### config.mk
export PLATFORM = sky130hd
export DESIGN_NAME = radix_digit_converter_top_flat
export DESIGN_NICKNAME = d
export VERILOG_FILES = /design/src/rtl/rdc_pkg.sv /design/src/rtl/rdc_if.sv /design/src/rtl/rdc_front.sv /design/src/rtl/rdc_queue.sv /design/src/rtl/rdc_back.sv /design/src/rtl/radix_digit_converter_top.sv /design/src/flat_wrapper.sv
export SDC_FILE = /design/constraint.sdc
export NUM_CORES = 2
export LEC_CHECK = 0
export ABC_CLOCK_PERIOD_IN_PS = 21200
export BUFFER_PORTS_ARGS = -buffer_cell sky130_fd_sc_hd__clkbuf_2
export CORE_MARGIN = 1
export CORE_UTILIZATION = 40
export DETAILED_ROUTE_END_ITERATION = 6
export MAX_ROUTING_LAYER = met4
export PLACE_DENSITY = 0.63
export REMOVE_ABC_BUFFERS = 1
export SETUP_SLACK_MARGIN = 0.1
export SYNTH_ARGS = -nofsm -noshare
export SYNTH_HDL_FRONTEND = slang
export SYNTH_HIERARCHICAL = 1
export SYNTH_SLANG_ARGS = --single-unit
export TNS_END_PERCENT = 30
### constraint.sdc
create_clock -name clk -period 21.2 [get_ports clk]
set_input_delay 1.06 -clock clk [delete_from_list [all_inputs] [get_ports clk]]
set_output_delay 1.06 -clock clk [all_outputs]
set_load 0.03 [all_outputs]
### src/rtl/rdc_pkg.sv
// Shared constants, types and the reciprocal table of the radix digit converter.
package rdc_pkg;

    localparam int MAX_IN_DIGITS  = 9;
    localparam int MAX_OUT_DIGITS = 19;

    localparam int SRC_W       = 30;
    localparam int BASE_W      = 4;
    localparam int OUT_W       = 64;
    localparam int STATUS_W    = 3;
    localparam int RECIP_SHIFT = 34;
    localparam int RECIP_W     = 34;
    localparam int PROD_W      = SRC_W + RECIP_SHIFT;
    localparam int CNT_W       = $clog2(MAX_OUT_DIGITS + 2);

    localparam logic [BASE_W-1:0] MIN_BASE = BASE_W'(2);
    localparam logic [BASE_W-1:0] MAX_BASE = BASE_W'(10);
    localparam logic [BASE_W-1:0] DEC_BASE = BASE_W'(10);

    // Smallest value with MAX_OUT_DIGITS + 1 decimal digits.
    localparam logic [OUT_W-1:0] OUT_LIMIT = 64'd10000000000000000000;

    typedef enum logic [STATUS_W-1:0] {
        ST_OK           = 3'd0,
        ST_BAD_SRC_BASE = 3'd1,
        ST_BAD_DIGIT    = 3'd2,
        ST_BAD_DST_BASE = 3'd3,
        ST_OVERFLOW     = 3'd4
    } status_t;

    typedef struct packed {
        logic [SRC_W-1:0]  source_digits;
        logic [BASE_W-1:0] source_base;
        logic [BASE_W-1:0] target_base;
        logic              src_base_ok;
        logic              dst_base_ok;
    } rdc_item_t;

    typedef struct packed {
        logic has_item;
        logic has_room;
    } rdc_q_stat_t;

    typedef enum logic [2:0] {
        BK_IDLE,
        BK_IN_MUL,
        BK_IN_DIV,
        BK_OUT_MUL,
        BK_OUT_DIV,
        BK_DONE
    } bk_state_t;

    function automatic logic base_ok(input logic [BASE_W-1:0] b);
        return (b >= MIN_BASE) && (b <= MAX_BASE);
    endfunction

    // ceil(2^34 / b). For any dividend below 2^30 the product shifted right by
    // 34 is the exact quotient, since the rounding error stays below 1/16.
    function automatic logic [RECIP_W-1:0] recip(input logic [BASE_W-1:0] b);
        logic [RECIP_W-1:0] r;
        unique case (b)
            4'd2:    r = 34'd8589934592;
            4'd3:    r = 34'd5726623062;
            4'd4:    r = 34'd4294967296;
            4'd5:    r = 34'd3435973837;
            4'd6:    r = 34'd2863311531;
            4'd7:    r = 34'd2454267027;
            4'd8:    r = 34'd2147483648;
            4'd9:    r = 34'd1908874354;
            4'd10:   r = 34'd1717986919;
            default: r = '0;
        endcase
        return r;
    endfunction

endpackage

### src/rtl/rdc_if.sv
// Valid/ready channel interfaces for request and result items.
interface rdc_in_if;
    import rdc_pkg::*;

    logic              valid;
    logic              ready;
    logic [SRC_W-1:0]  source_digits;
    logic [BASE_W-1:0] source_base;
    logic [BASE_W-1:0] target_base;

    modport source (output valid, output source_digits, output source_base,
                    output target_base, input ready);
    modport sink (input valid, input source_digits, input source_base,
                  input target_base, output ready);
endinterface

interface rdc_out_if;
    import rdc_pkg::*;

    logic                valid;
    logic                ready;
    logic [OUT_W-1:0]    converted_digits;
    logic [STATUS_W-1:0] status;

    modport source (output valid, output converted_digits, output status, input ready);
    modport sink (input valid, input converted_digits, input status, output ready);
endinterface

### src/rtl/rdc_front.sv
// Front end: accepts request items, checks both bases and hands them to the queue.
module rdc_front (
    input  logic                clk,
    input  logic                rst_n,
    rdc_in_if.sink              request,
    input  rdc_pkg::rdc_q_stat_t q_stat,
    output rdc_pkg::rdc_item_t  push_item,
    output logic                push
);
    import rdc_pkg::*;

    rdc_item_t hold_reg;
    rdc_item_t hold_next;
    logic      hold_valid_reg;
    logic      hold_valid_next;
    logic      accept;

    assign request.ready = !hold_valid_reg || q_stat.has_room;
    assign accept        = request.valid && request.ready;
    assign push          = hold_valid_reg && q_stat.has_room;
    assign push_item     = hold_reg;

    always_comb
    begin
        hold_next.source_digits = request.source_digits;
        hold_next.source_base   = request.source_base;
        hold_next.target_base   = request.target_base;
        hold_next.src_base_ok   = base_ok(request.source_base);
        hold_next.dst_base_ok   = base_ok(request.target_base);
        hold_valid_next         = accept || (hold_valid_reg && !push);
    end

    always_ff @(posedge clk or negedge rst_n)
    begin
        if (!rst_n)
        begin
            hold_valid_reg <= 1'b0;
        end
        else
        begin
            hold_valid_reg <= hold_valid_next;
        end
    end

    always_ff @(posedge clk)
    begin
        if (accept)
        begin
            hold_reg <= hold_next;
        end
    end

endmodule

### src/rtl/rdc_queue.sv
// Two-entry queue of classified items between the front end and the converter.
module rdc_queue (
    input  logic                 clk,
    input  logic                 rst_n,
    input  logic                 push,
    input  rdc_pkg::rdc_item_t   push_item,
    input  logic                 pop,
    output rdc_pkg::rdc_item_t   head_item,
    output rdc_pkg::rdc_q_stat_t q_stat
);
    import rdc_pkg::*;

    localparam int Q_DEPTH = 2;
    localparam int Q_PTR_W = $clog2(Q_DEPTH);
    localparam int Q_CNT_W = $clog2(Q_DEPTH + 1);

    rdc_item_t            slots [Q_DEPTH];
    logic [Q_PTR_W-1:0]   wr_ptr_reg;
    logic [Q_PTR_W-1:0]   wr_ptr_next;
    logic [Q_PTR_W-1:0]   rd_ptr_reg;
    logic [Q_PTR_W-1:0]   rd_ptr_next;
    logic [Q_CNT_W-1:0]   cnt_reg;
    logic [Q_CNT_W-1:0]   cnt_next;
    logic                 do_push;
    logic                 do_pop;

    assign q_stat.has_item = (cnt_reg != '0);
    assign q_stat.has_room = (cnt_reg != Q_CNT_W'(Q_DEPTH));
    assign do_push         = push && q_stat.has_room;
    assign do_pop          = pop && q_stat.has_item;
    assign head_item       = slots[rd_ptr_reg];

    always_comb
    begin
        wr_ptr_next = wr_ptr_reg;
        rd_ptr_next = rd_ptr_reg;
        cnt_next    = cnt_reg;
        if (do_push)
        begin
            wr_ptr_next = (wr_ptr_reg == Q_PTR_W'(Q_DEPTH - 1)) ? '0 : wr_ptr_reg + 1'b1;
        end
        if (do_pop)
        begin
            rd_ptr_next = (rd_ptr_reg == Q_PTR_W'(Q_DEPTH - 1)) ? '0 : rd_ptr_reg + 1'b1;
        end
        if (do_push && !do_pop)
        begin
            cnt_next = cnt_reg + 1'b1;
        end
        else if (do_pop && !do_push)
        begin
            cnt_next = cnt_reg - 1'b1;
        end
    end

    always_ff @(posedge clk or negedge rst_n)
    begin
        if (!rst_n)
        begin
            wr_ptr_reg <= '0;
            rd_ptr_reg <= '0;
            cnt_reg    <= '0;
        end
        else
        begin
            wr_ptr_reg <= wr_ptr_next;
            rd_ptr_reg <= rd_ptr_next;
            cnt_reg    <= cnt_next;
        end
    end

    always_ff @(posedge clk)
    begin
        if (do_push)
        begin
            slots[wr_ptr_reg] <= push_item;
        end
    end

endmodule

### src/rtl/rdc_back.sv
// Converter: reads source digits, rebuilds the value and writes it out in the target base.
module rdc_back (
    input  logic                 clk,
    input  logic                 rst_n,
    input  rdc_pkg::rdc_q_stat_t q_stat,
    input  rdc_pkg::rdc_item_t   head_item,
    output logic                 pop,
    rdc_out_if.source            result
);
    import rdc_pkg::*;

    bk_state_t          state_reg, state_next;
    logic [SRC_W-1:0]   cur_reg, cur_next;
    logic [BASE_W-1:0]  div_reg, div_next;
    logic [BASE_W-1:0]  sb_reg, sb_next;
    logic [BASE_W-1:0]  tb_reg, tb_next;
    logic               tb_ok_reg, tb_ok_next;
    logic [PROD_W-1:0]  prod_reg, prod_next;
    logic [BASE_W-1:0]  r_reg, r_next;
    logic               pend_reg, pend_next;
    logic [CNT_W-1:0]   cnt_reg, cnt_next;
    logic [SRC_W-1:0]   value_reg, value_next;
    logic [SRC_W-1:0]   weight_reg, weight_next;
    logic [OUT_W-1:0]   packed_reg, packed_next;
    logic [OUT_W-1:0]   place_reg, place_next;
    status_t            status_reg, status_next;
    logic               out_valid_reg, out_valid_next;
    logic [OUT_W-1:0]   out_digits_reg, out_digits_next;
    status_t            out_status_reg, out_status_next;

    logic [SRC_W-1:0]   quot;
    logic [SRC_W-1:0]   quot_times_div;
    logic [SRC_W-1:0]   rem_full;
    logic [SRC_W-1:0]   value_sum;
    logic [SRC_W-1:0]   weight_mul;
    logic [OUT_W-1:0]   packed_sum;
    logic [OUT_W-1:0]   place_x10;
    logic [CNT_W-1:0]   cnt_inc;

    assign result.valid            = out_valid_reg;
    assign result.converted_digits = out_digits_reg;
    assign result.status           = out_status_reg;

    // Quotient and remainder of cur_reg by div_reg, from the registered product.
    assign quot           = prod_reg[PROD_W-1 -: SRC_W];
    assign quot_times_div = SRC_W'(quot * SRC_W'(div_reg));
    assign rem_full       = cur_reg - quot_times_div;

    assign value_sum  = value_reg + SRC_W'(weight_reg * SRC_W'(r_reg));
    assign weight_mul = SRC_W'(weight_reg * SRC_W'(sb_reg));
    assign packed_sum = packed_reg + OUT_W'(place_reg * OUT_W'(r_reg));
    assign place_x10  = (place_reg << 3) + (place_reg << 1);
    assign cnt_inc    = cnt_reg + 1'b1;

    always_comb
    begin
        state_next      = state_reg;
        cur_next        = cur_reg;
        div_next        = div_reg;
        sb_next         = sb_reg;
        tb_next         = tb_reg;
        tb_ok_next      = tb_ok_reg;
        prod_next       = PROD_W'(cur_reg) * PROD_W'(recip(div_reg));
        r_next          = r_reg;
        pend_next       = pend_reg;
        cnt_next        = cnt_reg;
        value_next      = value_reg;
        weight_next     = weight_reg;
        packed_next     = packed_reg;
        place_next      = place_reg;
        status_next     = status_reg;
        out_valid_next  = out_valid_reg && !result.ready;
        out_digits_next = out_digits_reg;
        out_status_next = out_status_reg;
        pop             = 1'b0;

        unique case (state_reg)
            BK_IDLE:
            begin
                if (q_stat.has_item)
                begin
                    pop         = 1'b1;
                    cur_next    = head_item.source_digits;
                    div_next    = DEC_BASE;
                    sb_next     = head_item.source_base;
                    tb_next     = head_item.target_base;
                    tb_ok_next  = head_item.dst_base_ok;
                    pend_next   = 1'b0;
                    cnt_next    = '0;
                    value_next  = '0;
                    weight_next = SRC_W'(1);
                    status_next = ST_OK;
                    if (!head_item.src_base_ok)
                    begin
                        status_next = ST_BAD_SRC_BASE;
                        state_next  = BK_DONE;
                    end
                    else
                    begin
                        state_next = BK_IN_MUL;
                    end
                end
            end

            BK_IN_MUL:
            begin
                if (!pend_reg)
                begin
                    state_next = BK_IN_DIV;
                end
                else if (r_reg >= sb_reg)
                begin
                    status_next = ST_BAD_DIGIT;
                    state_next  = BK_DONE;
                end
                else
                begin
                    value_next  = value_sum;
                    weight_next = weight_mul;
                    cnt_next    = cnt_inc;
                    // Once the remaining source digits are all zero they add nothing.
                    if (cur_reg == '0 || cnt_inc == CNT_W'(MAX_IN_DIGITS))
                    begin
                        if (!tb_ok_reg)
                        begin
                            status_next = ST_BAD_DST_BASE;
                            state_next  = BK_DONE;
                        end
                        else
                        begin
                            cur_next    = value_sum;
                            div_next    = tb_reg;
                            cnt_next    = '0;
                            pend_next   = 1'b0;
                            packed_next = '0;
                            place_next  = OUT_W'(1);
                            state_next  = BK_OUT_MUL;
                        end
                    end
                    else
                    begin
                        state_next = BK_IN_DIV;
                    end
                end
            end

            BK_IN_DIV, BK_OUT_DIV:
            begin
                cur_next   = quot;
                r_next     = rem_full[BASE_W-1:0];
                pend_next  = 1'b1;
                state_next = (state_reg == BK_IN_DIV) ? BK_IN_MUL : BK_OUT_MUL;
            end

            BK_OUT_MUL:
            begin
                if (!pend_reg)
                begin
                    state_next = BK_OUT_DIV;
                end
                else
                begin
                    cnt_next = cnt_inc;
                    if (cnt_inc > CNT_W'(MAX_OUT_DIGITS))
                    begin
                        status_next = ST_OVERFLOW;
                        state_next  = BK_DONE;
                    end
                    else
                    begin
                        packed_next = packed_sum;
                        place_next  = place_x10;
                        state_next  = (cur_reg == '0) ? BK_DONE : BK_OUT_DIV;
                    end
                end
            end

            BK_DONE:
            begin
                if (!out_valid_reg || result.ready)
                begin
                    out_valid_next  = 1'b1;
                    out_status_next = status_reg;
                    out_digits_next = (status_reg == ST_OK) ? packed_reg : '0;
                    state_next      = BK_IDLE;
                end
            end

            default:
            begin
                state_next = BK_IDLE;
            end
        endcase
    end

    always_ff @(posedge clk or negedge rst_n)
    begin
        if (!rst_n)
        begin
            state_reg     <= BK_IDLE;
            out_valid_reg <= 1'b0;
            pend_reg      <= 1'b0;
            cnt_reg       <= '0;
        end
        else
        begin
            state_reg     <= state_next;
            out_valid_reg <= out_valid_next;
            pend_reg      <= pend_next;
            cnt_reg       <= cnt_next;
        end
    end

    always_ff @(posedge clk)
    begin
        cur_reg        <= cur_next;
        div_reg        <= div_next;
        sb_reg         <= sb_next;
        tb_reg         <= tb_next;
        tb_ok_reg      <= tb_ok_next;
        prod_reg       <= prod_next;
        r_reg          <= r_next;
        value_reg      <= value_next;
        weight_reg     <= weight_next;
        packed_reg     <= packed_next;
        place_reg      <= place_next;
        status_reg     <= status_next;
        out_digits_reg <= out_digits_next;
        out_status_reg <= out_status_next;
    end

endmodule

### src/rtl/radix_digit_converter_top.sv
// Top level of the radix digit converter: front end, item queue and converter.
//
//  Channel   Dir  Payload                                    Handshake
//  request   in   source_digits[29:0], source_base[3:0],     valid/ready
//                 target_base[3:0]
//  result    out  converted_digits[63:0], status[2:0]        valid/ready
//
// In the converter, a conversion reads n source digits (up to nine) and writes m target
// digits (up to twenty, the last one tripping overflow). Each digit passes through a
// reciprocal multiply state and a quotient/remainder state. A bad source base skips both
// digit loops; a bad digit or a bad target base ends the conversion in the source loop.
// Reset clears all control state at once. The front end and a two-entry queue keep taking
// items while the converter is busy or a result waits in the output register.
module radix_digit_converter_top (
    input  logic      clk,
    input  logic      rst_n,
    rdc_in_if.sink    request,
    rdc_out_if.source result
);
    import rdc_pkg::*;

    rdc_q_stat_t q_stat;
    rdc_item_t   push_item;
    rdc_item_t   head_item;
    logic        push;
    logic        pop;

    rdc_front u_front (
        .clk       (clk),
        .rst_n     (rst_n),
        .request   (request),
        .q_stat    (q_stat),
        .push_item (push_item),
        .push      (push)
    );

    rdc_queue u_queue (
        .clk       (clk),
        .rst_n     (rst_n),
        .push      (push),
        .push_item (push_item),
        .pop       (pop),
        .head_item (head_item),
        .q_stat    (q_stat)
    );

    rdc_back u_back (
        .clk       (clk),
        .rst_n     (rst_n),
        .q_stat    (q_stat),
        .head_item (head_item),
        .pop       (pop),
        .result    (result)
    );

    // Any failed check must zero the digits.
    assert property (@(posedge clk) disable iff (!rst_n)
        (result.valid && result.status != ST_OK) |-> (result.converted_digits == '0))
        else $error("error result carries nonzero digits");

    // A good result never has more than the allowed number of target digits.
    assert property (@(posedge clk) disable iff (!rst_n)
        (result.valid && result.status == ST_OK) |-> (result.converted_digits < OUT_LIMIT))
        else $error("good result exceeds the digit limit");

    // A single-digit result is below ten, so its low four bits are at most nine.
    assert property (@(posedge clk) disable iff (!rst_n)
        result.valid |-> (result.converted_digits[3:0] <= 4'd9
                          || result.converted_digits >= 64'd10))
        else $error("single-digit result is not a decimal digit");

endmodule
### src/flat_wrapper.sv
// flat-port wrapper written by rule: the top's interface ports become plain ports
module radix_digit_converter_top_flat import rdc_pkg::*;
  (clk, rst_n, request_valid, request_source_digits, request_source_base, request_target_base, request_ready, result_valid, result_converted_digits, result_status, result_ready);
  rdc_in_if request_i ();
  rdc_out_if result_i ();
  input  logic clk;
  input  logic rst_n;
  input wire logic [$bits(request_i.valid)-1:0] request_valid;
  input wire logic [$bits(request_i.source_digits)-1:0] request_source_digits;
  input wire logic [$bits(request_i.source_base)-1:0] request_source_base;
  input wire logic [$bits(request_i.target_base)-1:0] request_target_base;
  output wire logic [$bits(request_i.ready)-1:0] request_ready;
  output wire logic [$bits(result_i.valid)-1:0] result_valid;
  output wire logic [$bits(result_i.converted_digits)-1:0] result_converted_digits;
  output wire logic [$bits(result_i.status)-1:0] result_status;
  input wire logic [$bits(result_i.ready)-1:0] result_ready;
  assign request_i.valid = request_valid;
  assign request_i.source_digits = request_source_digits;
  assign request_i.source_base = request_source_base;
  assign request_i.target_base = request_target_base;
  assign request_ready = request_i.ready;
  assign result_valid = result_i.valid;
  assign result_converted_digits = result_i.converted_digits;
  assign result_status = result_i.status;
  assign result_i.ready = result_ready;
  radix_digit_converter_top u_core (.clk(clk), .rst_n(rst_n), .request(request_i), .result(result_i));
endmodule
* After elaboration in Yosys (flattened, before gate mapping)
Memory sizes are Yosys's and may differ from the RTL's. A register that Yosys moved wholly into a read port is not among the register bits.
Index checks and enable logic that the tools add are counted.
** Word-level totals
- Bits in registers :: 424
- RAM bits :: 80
- Memory bits (read-only) :: 544
- Output and inout bits :: 69
- Logic and storage cells :: 186
- Memories :: 2
** Memory list
- (name not given) :: depth 16, bits a word 34, read ports 1, clocked after Yosys merged registers in 1, wr ports 0, RTL line rdc_pkg.sv:61 : unique case (b)
- u_core.u_queue.slots :: depth 2, bits a word 40, read ports 1, clocked after Yosys merged registers in 0, wr ports 1, RTL line rdc_queue.sv:17 : rdc_item_t slots [Q_DEPTH];
** Operators by class
- Add/sub/neg operators :: 9
- Multipliers :: 5
- Order comparisons :: 6
- Eq/ne operators :: 18
- Multiplexer cells :: 79
- Reductions and logical operators :: 40
** Operators with widths (number)
- 64-bit 2-to-1 mux :: 12
- 30-bit 2-to-1 mux :: 11
- 64-bit one-hot mux with 2 select lines :: 2
- 64-bit adder :: 2
- 30-bit one-hot mux with 2 select lines :: 2
- 30-bit one-hot mux with 3 select lines :: 1
- 30-bit by 34-bit multiplier with 64-bit output :: 1
- 64-bit by 4-bit multiplier with 64-bit output :: 1
- 30-bit by 4-bit multiplier with 30-bit output :: 2
- 3-bit 2-to-1 mux :: 14
- 30-bit adder :: 1
- 30-bit zero test :: 1
- 30-bit by 4-bit multiplier with 4-bit output :: 1
- 5-bit 2-to-1 mux :: 6
- 4-bit 2-to-1 mux :: 6
- 2-bit inequality test, second input constant :: 9
- 1-bit 2-to-1 mux :: 17
- 3-bit one-hot mux with 5 select lines :: 1
- 5-bit one-hot mux with 3 select lines :: 1
- 7-bit AND reduction :: 2
- 6-bit AND reduction :: 2
- 1-bit logical AND :: 10
- 3-bit one-hot mux with 3 select lines :: 1
- 4-bit by 2-bit greater-or-equal comparator with 1-bit output, second input constant :: 2
- 26 further kinds :: 49

* Logic depth before layout (Yosys ltp)
- Word-level depth :: 8
- Gate-level depth with buffers :: 31
- Depth with buffers taken out :: 29

* Hierarchy
The synthesis kept the hierarchy.
** Modules (own cells, without submodules)
- rdc_back :: times used 1, cells each 5846, area an instance 55689.7 um2, sequential area each 10349.9 um2
- rdc_queue :: times used 1, cells each 143, area an instance 3284.4 um2, sequential area each 2502.4 um2
- rdc_front :: times used 1, cells each 51, area an instance 1293.7 um2, sequential area each 1226.2 um2

* Least setup slack after synthesis
OpenSTA, ideal clock, no wires.
- Path kind :: register -> register
- From :: reg u_core.u_back.cur_reg[7]
- To :: reg u_core.u_back.prod_reg[62]
- Arrival :: 7.484 ns
- Data required time :: 21.076 ns
- Slack :: 13.592 ns
- Cell stages (with the launch flop) :: 29
- Path buffers :: 2
- Clock period less this slack :: 7.608 ns
- Cells stage by stage :: edfxtp_1 -> clkbuf_1 -> clkbuf_1 -> nand2_1 -> fa_1 -> inv_1 -> fa_1 -> fa_1 -> inv_1 -> fa_1 -> inv_1 -> fa_1 -> fa_1 -> fa_1 -> inv_1 -> fa_1 -> inv_1 -> ha_1 -> a21oi_1 -> o21ai_0 -> nor4b_1 -> and4_1 -> o31a_1 -> a41oi_2 -> o41ai_2 -> a21oi_1 -> o221ai_1 -> o21bai_1 -> xor2_1
** Between the ends
- Longest elaborated chain between the ends :: 1
** Ends and longest elaborated chain
- from (decl) :: RTL line rdc_back.sv:13 : logic [SRC_W-1:0] cur_reg, cur_next;
- from (signal assigned) :: RTL line rdc_back.sv:216 : cur_reg <= cur_next;
- 30-bit by 34-bit multiplier with 64-bit output :: RTL line rdc_back.sv:63 : prod_next = PROD_W'(cur_reg) * PROD_W'(recip(div_reg));
- named net u_core.u_back.prod_next[62] :: RTL line rdc_back.sv:18 : logic [PROD_W-1:0] prod_reg, prod_next;
- to (signal assigned) :: RTL line rdc_back.sv:221 : prod_reg <= prod_next;
- to (decl) :: RTL line rdc_back.sv:18
The timed path passes the listed nets, and every way through them passes these cells.
A chain may end at the register's enable or synchronous reset.

==> results.toml <==
[status]
status = "finished, final reports clean"

[clock_network]
clkLatencyLatePin_ns = 0.65
post_cts_buffers = 0
hold_buffers = 0
cts_tree = "yes"
cts-htree-levels = 2
path_clk_slew_ns = 0.08
root_buffer = "clkbuf_16"
cts_buffer_depth = 3
cts-buffers-inserted = 55
clock_sinks = 487
post_cts_resized = 0

[placed_design]
numPortBuffers = 110
dpl_cell_area_um2 = 62810
pre_cts_slack_ns = 12.26
gp_congestion = 0.9714
hpwl_mm = 126.0

[detailed_routing]
drc = 0
wl_per_cell_um = 20.10
drt_iter0_drc = 3238
routed_wirelength_mm = 162.3
first_pass_iters = 6
via_count = 42260
via_per_inst = 5.234
ant_nets = 0

[die]
die_w_um = 390.2
die_y_um = 390.2
rows = 142
io_pins = 111
dieArea_um2 = 152200
core_um2 = 149800
start_util_pct = 40.24

[yosys]
synth_seq_cells = 487
synthTopCellsByArea = "fa_1 32%, edfxtp_1 21%, ha_1 9.7%"
ys.flop_type = "edfxtp_1"
synth_edf_count = 425
synth-warning-count = 6
async_flop_share_pct = 3.080
ys_types = 82
avgSynthCellArea_um2 = 9.978
synth_top_cell_by_area = "fa_1"
yosysTopAreaCellShare_pct = 31.86
synth_area_um2 = 60270
ys_seq_area_share_pct = 23.36
synth_cells = 6040

[finish]
syn_to_final_growth_pct = 7.223
finish.instance_area_um2 = 64620
multi_input_area_um2 = 41380
seq_area_um2 = 14090
fill_cells = 14400
fin_nets = 7478
regMostFlops = "u_core/u_queue/slots"
final_common_cell = "inv_1"
drive_gt1_share_pct = 5.580
mostFrequentLayoutCells = "1026 x inv_1, 959 x fa_1, 760 x nand2_1"
largest_reg_flops = 80

[sta]
rsz0062_at_grt = "false"
fmax_ghz = 0.1099
fin_skew_ns = 0.02710
fin_ws_ns = 12.10
tns_ns = 0
whs_ns = 0.3910
maxSlewViolCount = 0
finalHoldViolCount = 0
finalCritPeriodShare_pct = 42.93
finalSetupViolCount = 0
relSlewSlack_pct = 19.49
min_period_ns = 9.102
worst_pin_slew_ns = 1.208

[critical_path]
worst-setup-path-type = "reg -> reg"
cp_data_required_time_ns = 21.72
worstPathArrival_ns = 9.62
endpoint_kind = "flop"
crit_path_start_kind = "flop"
critPathMaxFanout = 30

[grt]
grt_antenna_before_repair = 2
grt_pass1_wl_mm = 257.7
groute.usage.overall_pct = 22.47
grt_pass1_vias = 44720
grt_start_max_net_pins = 95
grt-ovfl-total = 0

[min_path]
hp-class = "in -> async"

[job]
max_cap_viol_count = 0
## metal layers
metal | GRT usage, % | wire length [um]
met4 | 6.339 | 5170
met5 | - | 0
met3 | 2.543 | 9404
met2 | 36.30 | 77250
met1 | 29.90 | 70480
## final cells by class
type	count	area share, %
multi-input combinational	4278	64.03
sequential	487	21.81
inverter	1027	5.967
tap	2016	3.903
clock buffer	66	2.273
timing repair buffer	161	1.483
clock inverter	38	0.5247
antenna	2	0.007745
## final timing paths
kind | slack (ns) | endpoint | cells after the start | start
min reg2reg | 0.43 | u_core/u_queue/slots[0][19]$_DFFE_PP_ | 0 | u_core/u_front/push_item[19]$_DFFE_PP_
max reg2reg | 12.10 | u_core/u_back/prod_reg[62]$_DFF_P_ | 26 | flop
max | 12.10 | u_core/u_back/prod_reg[62]$_DFF_P_ | 26 | flop
max in group asynchronous | 20.44 | u_core/u_queue/rd_ptr_reg$_DFFE_PN0P_ | 1 | rst_n
min in group clk | 0.43 | u_core/u_queue/slots[0][19]$_DFFE_PP_ | 0 | u_core/u_front/push_item[19]$_DFFE_PP_
min | 0.39 | u_core/u_back/state_reg[1]$_DFFE_PN0P_ | 1 | rst_n
## kinds of logic after synthesis
group / Yosys count / share of synthesized area (%)
adders and majority gates: 1426 / 41.55
xor gates and xnor gates: 234 / 3.401
muxes: 42 / 1.026
AOI/OAI and AO/OA: 765 / 8.254
buffers and inverters: 1275 / 8.061
and+or+nand+nor: 1811 / 14.35
DFF: 487 / 23.36
## cell usage after synthesis, types with 33 or more instances
cell         n
nand2_1    760
inv_1     1027
o21ai_0    114
xnor2_1    138
nor3_1      46
dfxtp_1     47
fa_1       959
edfxtp_1   425
nor2_1     284
ha_1       467
xor2_1      96
and2_1     490
nand4_1     43
a21oi_1    247
o21bai_1    36
nand3_1     50
mux2_4      39
clkbuf_1   233
a21o_1     160
nand2b_1    33
## critical path: stages (launching register included)
cell and delay, ns:
dfxtp_2 1.04, nand2_1 0.27, fa_1 0.57, fa_1 0.55, inv_1 0.07, fa_1 0.58
inv_1 0.08, fa_1 0.40, inv_1 0.09, fa_1 0.44, fa_1 0.54, fa_1 0.51
inv_1 0.05, fa_1 0.47, inv_1 0.04, ha_1 0.34, o21a_1 0.20, o21bai_1 0.21
a21oi_1 0.10, a21oi_1 0.55, o31a_1 0.30, a41oi_2 0.26, o41ai_2 0.50, a21oi_1 0.15
o221ai_1 0.34, o21bai_1 0.13, xor2_1 0.15
## stage by stage
step / util, % / cells
final: 43.14 / 8075
after global routing: 43.14 / 8073
after CTS: 43.14 / 8073
after detailed placement: 41.93 / 7969
after global placement: 41.93 / 7969
after floorplan: - / 5792
Power is not shown: default switching activity piles up to over one toggle a cycle in this logic, so the estimate is an artifact.
